[src/sv/ssp_pkg.sv]
package ssp_pkg;

    localparam int MAX_FRAMES_DEF = 65536;
    localparam int MAX_SLICES_DEF = 16;

    localparam int CFG_IDX_W  = 3;
    localparam int CFG_DATA_W = 21;

    localparam int DIV_N_W = 40;
    localparam int DIV_D_W = 21;

    localparam int POS_W = 41;

    localparam logic [16:0] UNITY    = 17'd65536;
    localparam logic [22:0] FREQ_MAX = 23'd6144000;
    localparam logic [27:0] PITCH_MAX = 28'd268435455;
    localparam logic [POS_W:0] HEAD_MAX = 42'd1099511627775;

    typedef enum logic [CFG_IDX_W-1:0] {
        CFG_LEVEL      = 3'd0,
        CFG_LOOP       = 3'd1,
        CFG_ROOT       = 3'd2,
        CFG_SLICES     = 3'd3,
        CFG_START      = 3'd4,
        CFG_LENGTH     = 3'd5,
        CFG_FRAMES     = 3'd6,
        CFG_RATE       = 3'd7
    } cfg_index_t;

    typedef enum logic [3:0] {
        ST_IDLE,
        ST_DIV_SF,
        ST_TRIG_MUL,
        ST_TRIG_SET,
        ST_PLAY,
        ST_RD0,
        ST_RD1,
        ST_MIX0,
        ST_MIX1,
        ST_MIX2,
        ST_MIX3,
        ST_DIV_PITCH,
        ST_STEP,
        ST_ADV,
        ST_OUT
    } state_t;

    typedef enum logic {
        CMD_LOAD = 1'b0,
        CMD_TICK = 1'b1
    } command_t;

endpackage

[src/sv/ssp_divider.sv]
module ssp_divider (
    input  logic                         clk,
    input  logic                         rst_n,
    input  logic                         start,
    input  logic [ssp_pkg::DIV_N_W-1:0]  dividend,
    input  logic [ssp_pkg::DIV_D_W-1:0]  divisor,
    output logic                         busy,
    output logic [ssp_pkg::DIV_N_W-1:0]  quotient
);
    import ssp_pkg::*;

    localparam int CNT_W = $clog2(DIV_N_W + 1);

    logic [DIV_D_W:0]   rem_reg, rem_next;
    logic [DIV_N_W-1:0] quo_reg, quo_next;
    logic [DIV_D_W-1:0] den_reg, den_next;
    logic [CNT_W-1:0]   cnt_reg, cnt_next;
    logic               busy_reg, busy_next;
    logic [DIV_D_W:0]   shifted;
    logic               fits;

    always_ff @(posedge clk or negedge rst_n)
    begin
        if (!rst_n)
        begin
            busy_reg <= 1'b0;
            cnt_reg  <= '0;
        end
        else
        begin
            busy_reg <= busy_next;
            cnt_reg  <= cnt_next;
        end
    end

    always_ff @(posedge clk)
    begin
        rem_reg <= rem_next;
        quo_reg <= quo_next;
        den_reg <= den_next;
    end

    always_comb
    begin
        shifted   = {rem_reg[DIV_D_W-1:0], quo_reg[DIV_N_W-1]};
        fits      = shifted >= {1'b0, den_reg};
        rem_next  = rem_reg;
        quo_next  = quo_reg;
        den_next  = den_reg;
        cnt_next  = cnt_reg;
        busy_next = busy_reg;
        if (start)
        begin
            rem_next  = '0;
            quo_next  = dividend;
            den_next  = divisor;
            cnt_next  = CNT_W'(DIV_N_W);
            busy_next = 1'b1;
        end
        else if (busy_reg)
        begin
            rem_next = fits ? shifted - {1'b0, den_reg} : shifted;
            quo_next = {quo_reg[DIV_N_W-2:0], fits};
            cnt_next = cnt_reg - 1'b1;
            if (cnt_reg == CNT_W'(1))
            begin
                busy_next = 1'b0;
            end
        end
    end

    assign busy     = busy_reg;
    assign quotient = quo_reg;

endmodule

[config.mk]
export PLATFORM = sky130hd
export DESIGN_NAME = ssp_divider
export DESIGN_NICKNAME = d
export VERILOG_FILES = /design/src/sv/ssp_pkg.sv /design/src/sv/ssp_divider.sv
export SDC_FILE = /design/constraint.sdc
export NUM_CORES = 1
export LEC_CHECK = 0
export BUFFER_PORTS_ARGS = -buffer_cell sky130_fd_sc_hd__buf_2
export CORE_ASPECT_RATIO = 1.75
export CORE_MARGIN = 3
export CORE_UTILIZATION = 55
export DETAILED_ROUTE_END_ITERATION = 12
export HOLD_SLACK_MARGIN = 0.1
export PLACE_DENSITY = 0.8
export SLEW_MARGIN = 20
export SYNTH_ARGS = -nofsm -noshare
export SYNTH_HDL_FRONTEND = slang
export SYNTH_SLANG_ARGS = --single-unit
[constraint.sdc]
create_clock -name clk -period 8.2 [get_ports clk]
set_input_delay 1.64 -clock clk [delete_from_list [all_inputs] [get_ports clk]]
set_output_delay 1.64 -clock clk [all_outputs]
set_load 0.005 [all_outputs]
# Word-level counts from Yosys, hierarchy flattened
# Index checks and enable logic that the tools add are counted.
dict set report op_classes {
  add_sub_neg 2
  magnitude_cmp 1
  eq_ne 1
  n_mux 8
  n_reduce_logical 1
}
# cell n
set ops {}
lappend ops {{two-way mux 40 bit} 2}
lappend ops {{greater-or-equal comparator 22 x 21 -> 1 bit} 1}
lappend ops {{two-way mux 21 bit} 1}
lappend ops {{subtractor 21 bit} 1}
lappend ops {{two-way mux 6 bit} 2}
lappend ops {{== test 6 x 1 -> 1 bit (second input constant)} 1}
lappend ops {{subtractor 6 x 1 -> 6 bit (second input constant)} 1}
lappend ops {{two-way mux 1 bit} 3}
lappend ops {{nonzero test 2 bit} 1}
dict set report totals {
  regBits 89
  word_cells 18
}

# Depth between registers and ports, before layout
# Gate-level depths: netlist of run 1.
dict set report depth {
  ltp_word 4
  mapped_depth 12
  mapped_depth_nobuf 11
}

# Worst setup path before layout of run 1
# No wires, ideal clock.
dict set report synth_path {
  path_kind {input to register}
  from {input port start}
  to {register rem_reg[19]}
  t_arrival_ns 2.929
  setup_slack_ns 5.157
  path_stages 4
  path_buffers 0
  path_cell_list {nor2_1 inv_1 o32ai_2 a21o_1}
}
# item line_no
set synth_rtl {}
lappend synth_rtl {{from (decl)} ssp_divider.sv:4} ;# input logic start,
lappend synth_rtl {{to (signal assigned)} ssp_divider.sv:38} ;# rem_reg <= rem_next;
lappend synth_rtl {{to (decl)} ssp_divider.sv:14} ;# logic [DIV_D_W:0] rem_reg, rem_next;

# Worst setup path after layout of run 1
dict set report layout_path {
  from {register quo_reg[39] (netlist: quotient[39])}
  to {register rem_reg[0]}
}
dict set report layout_between {
  elab_chain_cells 2
  elab_cells_between_ends 3
  classes_between {1 x add/sub; 1 x order compare; 1 x mux}
}
# item line_no
set layout_rtl {}
lappend layout_rtl {{from (decl)} ssp_divider.sv:15} ;# logic [DIV_N_W-1:0] quo_reg, quo_next;
lappend layout_rtl {{from (signal assigned)} ssp_divider.sv:39} ;# quo_reg <= quo_next;
lappend layout_rtl {{subtractor 21 bit / greater-or-equal comparator 22 x 21 -> 1 bit (equally long branches)} {ssp_divider.sv:62, ssp_divider.sv:46}}
lappend layout_rtl {{two-way mux 21 bit (*)} ssp_divider.sv:62} ;# rem_next = fits ? shifted - {1'b0, den_reg} : shifted;
# Every way passes the cells marked *; elsewhere a longest branch is shown, timed or not.
# A chain may end at the register's enable or synchronous reset.

==> impl_metrics.env, run 1 <==
export IMPL_synthArstFlopShare=0.0787
export IMPL_grt_ovfl_total=0
export IMPL_cts_resized=0
export IMPL_reg2reg_slack_ns=4.70
export IMPL_relSlewSlack=0.414
export IMPL_gp_congestion=0.908
export IMPL_tritoncts="built"
export IMPL_fin_tns_setup_ns=0
export IMPL_ys_seq_elements=89
export IMPL_rsz0062_at_grt="false"
export IMPL_synth_warnings=0
export IMPL_grt_max_degree=52
export IMPL_cts_num_sinks=89
export IMPL_die_area_um2=10300
export IMPL_cts_buffers=9
export IMPL_antenna_left=0
export IMPL_worstPathRequired_ns=8.46
export IMPL_dp_slack_ns=4.76
export IMPL_finClkSkew_ns=0.00500
export IMPL_core_area_um2=8730
export IMPL_leakage_nw=2.55
export IMPL_area_delta_synth_final_pct=17.9
export IMPL_final_util=0.674
export IMPL_drtIter0Drc=213
export IMPL_rows=45
export IMPL_antenna_cells=0
export IMPL_crit_family="compound AO/OA/AOI/OAI gates"
export IMPL_setup_slack_ns=4.70
export IMPL_post_cts_setup_buffers=0
export IMPL_power_total_mw=1.12
export IMPL_holdWs_ns=0.485
export IMPL_grt_pass1_wl_mm=18.4
export IMPL_drv_cap=0
export IMPL_cts_path_max_buffers=2
export IMPL_tightest_slew_ns=0.879
export IMPL_period_minus_slack_ns=3.50
export IMPL_mostFrequentLayoutCells="buf_2 (103), edfxtp_1 (61), mux2_2 (39)"
export IMPL_antenna_found_initial=0
export IMPL_clkTransAtPathRegs_ns=0.06
export IMPL_crit_buf_inv=2
export IMPL_vias_per_cell=5.64
export IMPL_start_util=0.571
export IMPL_drive_above_1_share=0.351
export IMPL_setup_viol=0
export IMPL_cp_end_kind="flop"
export IMPL_synth_yosys_seq_area_share=0.487
export IMPL_gr_usage_all_layers=0.226
export IMPL_ir_worst_vdd_uv=115
export IMPL_cpPeakStageDelay_ns=0.80
export IMPL_syn_avg_cell_area_um2=11.3
export IMPL_root_buffer="clkbuf_16"
export IMPL_hold_depth=2
export IMPL_hpwlAfterDp_mm=8.31
export IMPL_slowest_stage="o31ai_4"
export IMPL_dieWidth_um=78.0
export IMPL_critPathKind="flop to flop"
export IMPL_worst_path_max_fanout=17
export IMPL_arrival_ns=3.76
export IMPL_first_pass_iters=5
export IMPL_finalMaxSlewViolations=0
export IMPL_layout_commonest_cell="buf_2"
export IMPL_finalHoldViolCount=0
export IMPL_wl_per_cell_um=16.7
export IMPL_num_nets_final=630
export IMPL_syn_inst=441
export IMPL_p_per_area_nw_per_um2=190
export IMPL_crit_path_start_kind="flop"
export IMPL_hold_path_class="flop to flop"
export IMPL_path_depth=11
export IMPL_clk_latency_ns=0.34
export IMPL_drt_wl_total_mm=11.1
export IMPL_status="finished, final reports clean"
export IMPL_fin_crit_sh=0.427
export IMPL_synth_area_um2=4990
export IMPL_htree_levels=3
export IMPL_fill_cells=663
export IMPL_cts_hold_buf=0
export IMPL_synth_edf_count=61
export IMPL_io_pins=105
export IMPL_port_buffers=104
export IMPL_largest_reg_flops=40
export IMPL_grt_pass1_vias=3803
export IMPL_ys_types=70
export IMPL_drc=0
export IMPL_syn_num_nets=529
export IMPL_crit_chain="inv_1 > ha_1 > inv_1 > fa_1 > a211oi_1 > o21ai_0 > nand3b_1 > a31oi_4 > o31ai_4 > mux2_4 > a211oi_2"
export IMPL_crit_top_cell="inv_1"
export IMPL_r2r_cells=11
export IMPL_synth_flop_cell="edfxtp_1"
export IMPL_die_h_um=132
export IMPL_fmax_mhz=286
export IMPL_vias=3744
## cell type report
cell class | count | area, um2 | area share
Tap cell | 117 | 146 | 0.0249
Sequential cell | 89 | 2430 | 0.413
Inverter | 30 | 113 | 0.0192
Clock inverter | 7 | 68.8 | 0.0117
Timing Repair Buffer | 107 | 546 | 0.0928
Multi-Input combinational cell | 305 | 2350 | 0.400
Clock buffer | 9 | 225 | 0.0383
## final timing paths
| path | from | endpoint |
|---|---|---|
| worst min register to register | rem_reg[2] | rem_reg[2] |
| worst max register to register | quotient[39] | rem_reg[0] |
| max in group asynchronous | rst_n | cnt_reg[3] |
| worst min-delay path | rem_reg[2] | rem_reg[2] |
| min in group asynchronous | rst_n | cnt_reg[4] |
| worst max-delay path | quotient[39] | rem_reg[0] |
## stage by stage
stage,instance area [um2],cells
6_report,5880,664
5_1_grt,5880,664
4_1_cts,5880,664
3_5_place_dp,5590,648
3_3_place_gp,5590,648
2_1_floorplan,4990,441
## cells in the mapped netlist (7+ instances only)
master	count	area [um2]
nand2_1	34	128
nand3_1	10	50.1
xnor2_1	10	87.6
dfrtp_1	7	175
inv_1	30	113
o21a_1	7	52.6
edfxtp_1	61	1830
o21ai_0	21	105
ha_1	23	288
a311oi_2	7	105
nor2_1	31	116
mux2_2	39	439
a21oi_1	16	80.1
buf_1	8	30.0
dfxtp_1	21	420
## tightest hold or removal path: cells and delay by family, from the launching register on
kind               cells  cell delay [ns]
AOI/OAI and AO/OA      1             0.05
DFF                    1             0.33
and+or+nand+nor        1             0.06
## per-layer routing
layer  vias up  wire length [um]  share of wire  GRT usage
met5         -                 0              0          0
met4         0               375          0.034      0.105
met3        28               591          0.053     0.0410
met2       126              5960           0.54      0.413
met1      1763              4160           0.38      0.246
li1       1827                 -              -          -
## report_power, final
| part | internal, mW | total, mW | switching [mW] |
|---|---|---|---|
| clock network | 0.236 | 0.400 | 0.165 |
| logic | 0.0846 | 0.172 | 0.0871 |
| registers | 0.523 | 0.544 | 0.0214 |
| total | 0.843 | 1.12 | 0.273 |
## kinds of logic (layout without fill, tap and decap cells)
kind of cell    count (synthesis)  in the layout  synth area share
simple gates                  122            122             0.122
compound gates                 98             98             0.158
flops                          89             89             0.487
buf+inv                        47            153            0.0412
mux                            46             46             0.103
fa+ha+maj                      24             24            0.0617
xor+xnor                       15             15            0.0263
No activity file was read; power rests on OpenSTA's default activity.
==> run 2, diff against run 1 <==
Settings changed: CORE_UTILIZATION 55 to 50, PLACE_DENSITY 0.8 to 0.77.
Clock period 8.2 ns to 3 ns, I/O delays scaled along.
==> impl_metrics.env, run 2 (synthesis results as in run 1) <==
export IMPL_crit_path_start_kind="flop"
export IMPL_status="finished, final reports clean"
export IMPL_fmax_mhz=353
export IMPL_die_h_um=138
export IMPL_crit_buf_inv=2
export IMPL_arrival_ns=3.09
export IMPL_drv_cap=0
export IMPL_clk_latency_ns=0.34
export IMPL_grt_max_degree=42
export IMPL_finClkSkew_ns=0.00730
export IMPL_grt_ovfl_total=0
export IMPL_gp_congestion=0.949
export IMPL_worst_path_max_fanout=3
export IMPL_slowest_stage="edfxtp_1"
export IMPL_finalHoldViolCount=0
export IMPL_die_area_um2=11300
export IMPL_gr_usage_all_layers=0.208
export IMPL_mostFrequentLayoutCells="buf_2 (103), edfxtp_1 (61), mux2_2 (39)"
export IMPL_layout_commonest_cell="buf_2"
export IMPL_num_nets_final=641
export IMPL_tightest_slew_ns=0.558
export IMPL_grt_pass1_wl_mm=18.2
export IMPL_period_minus_slack_ns=2.83
export IMPL_antenna_cells=0
export IMPL_whs_endpoint="den_reg[15]"
export IMPL_r2r_cells=11
export IMPL_cpPeakStageDelay_ns=0.39
export IMPL_crit_chain="inv_1 > ha_1 > inv_1 > fa_1 > a211oi_2 > o21ai_0 > nand3b_1 > a31oi_4 > o31ai_4 > mux2_4 > a211oi_2"
export IMPL_area_delta_synth_final_pct=20.1
export IMPL_hpwlAfterDp_mm=8.89
export IMPL_drt_wl_total_mm=11.6
export IMPL_leakage_nw=2.60
export IMPL_p_per_area_nw_per_um2=519
export IMPL_fin_tns_setup_ns=0
export IMPL_post_cts_setup_buffers=0
export IMPL_critPathKind="flop to flop"
export IMPL_antenna_found_initial=0
export IMPL_vias_per_cell=5.64
export IMPL_vias=3832
export IMPL_dieWidth_um=81.5
export IMPL_finalNonFillerCells=680
export IMPL_drc=0
export IMPL_grt_pass1_vias=3895
export IMPL_htree_levels=3
export IMPL_cts_path_max_buffers=2
export IMPL_clkTransAtPathRegs_ns=0.07
export IMPL_cp_end_kind="flop"
export IMPL_crit_family="compound AO/OA/AOI/OAI gates"
export IMPL_root_buffer="clkbuf_16"
export IMPL_io_pins=105
export IMPL_timing_rr_start="quotient[39]"
export IMPL_port_buffers=104
export IMPL_ir_worst_vdd_uv=296
export IMPL_drtIter0Drc=211
export IMPL_cts_buffers=9
export IMPL_core_area_um2=9590
export IMPL_wl_per_cell_um=17.1
export IMPL_hold_path_class="input pin to flop"
export IMPL_largest_reg_flops=40
export IMPL_dp_cells=663
export IMPL_relSlewSlack=0.623
export IMPL_start_util=0.520
export IMPL_holdCritStartpoint="divisor[15]"
export IMPL_reg2reg_slack_ns=0.17
export IMPL_drive_above_1_share=0.362
export IMPL_setup_viol=0
export IMPL_reg2reg_to="rem_reg[0]"
export IMPL_final_util=0.625
export IMPL_hold_depth=1
export IMPL_worstPathRequired_ns=3.25
export IMPL_rows=47
export IMPL_cts_num_sinks=89
export IMPL_tritoncts="built"
export IMPL_antenna_left=0
export IMPL_fin_crit_sh=0.944
export IMPL_first_pass_iters=4
export IMPL_finalMaxSlewViolations=0
[run 2: layer usage]
layer,track usage,up-vias,wire [um]
li1,-,1855,-
met1,0.215,1811,4290
met2,0.386,133,6240
met3,0.0339,33,667
met4,0.103,0,435
met5,0,-,0
[run 2: what timing repair did]
action | in CTS | in global routing
hold buffers | 1 | 0
pin swaps | 0 | 3
gates resized for setup | 1 | 2
endpoints found under the setup margin | 2 | 21
endpoints found under the hold margin | 7 | 0
[run 2: worst max-delay path by stage]
| stage | from | endpoint | slack (ns) | cells past startpoint |
|---|---|---|---|---|
| final | quotient[39] | rem_reg[0] | 0.17 | 11 |
| after global routing | quotient[39] | rem_reg[10] | -0.005 | 12 |
| after CTS | quotient[39] | rem_reg[17] | 0.02 | 12 |
| after detailed placement | quotient[39] | rem_reg[10] | -0.01 | 11 |
| after global placement | quotient[39] | rem_reg[10] | 0.15 | 11 |
| after floorplan | quotient[39] | rem_reg[0] | 0.15 | 11 |
[run 2: worst register-to-register path, cell delays in order (launching register included)]
cell and delay [ns]:
edfxtp_1 0.39, inv_1 0.11, ha_1 0.18, inv_1 0.06
fa_1 0.39, a211oi_2 0.26, o21ai_0 0.19, nand3b_1 0.20
a31oi_4 0.12, o31ai_4 0.28, mux2_4 0.34, a211oi_2 0.23
[run 2: per-stage QoR]
step,power (mW),instance area (um2),setup WS (ns),hold WS (ns)
2_1_floorplan,1.80,4990,0.148,0.304
3_3_place_gp,1.98,5670,0.145,0.439
3_5_place_dp,2.00,5670,-0.0136,0.440
4_1_cts,3.13,5980,0.0243,0.420
5_1_grt,3.24,5990,-0.00480,0.423
6_report,3.11,5990,0.167,0.429
[run 2: layout make-up]
type,instances,area [um2]
Clock buffer,10,229
Clock inverter,6,66.3
Fill cell,759,3600
Inverter,30,113
Multi-Input combinational cell,305,2370
Sequential cell,89,2430
Tap cell,122,153
Timing Repair Buffer,118,634
[run 2: report_power, final]
part | switching (mW) | leakage, nW | internal, mW | total (mW)
Clock | 0.480 | 0.137 | 0.649 | 1.13
Sequential | 0.0581 | 0.881 | 1.43 | 1.49
Combinational | 0.249 | 1.58 | 0.245 | 0.494
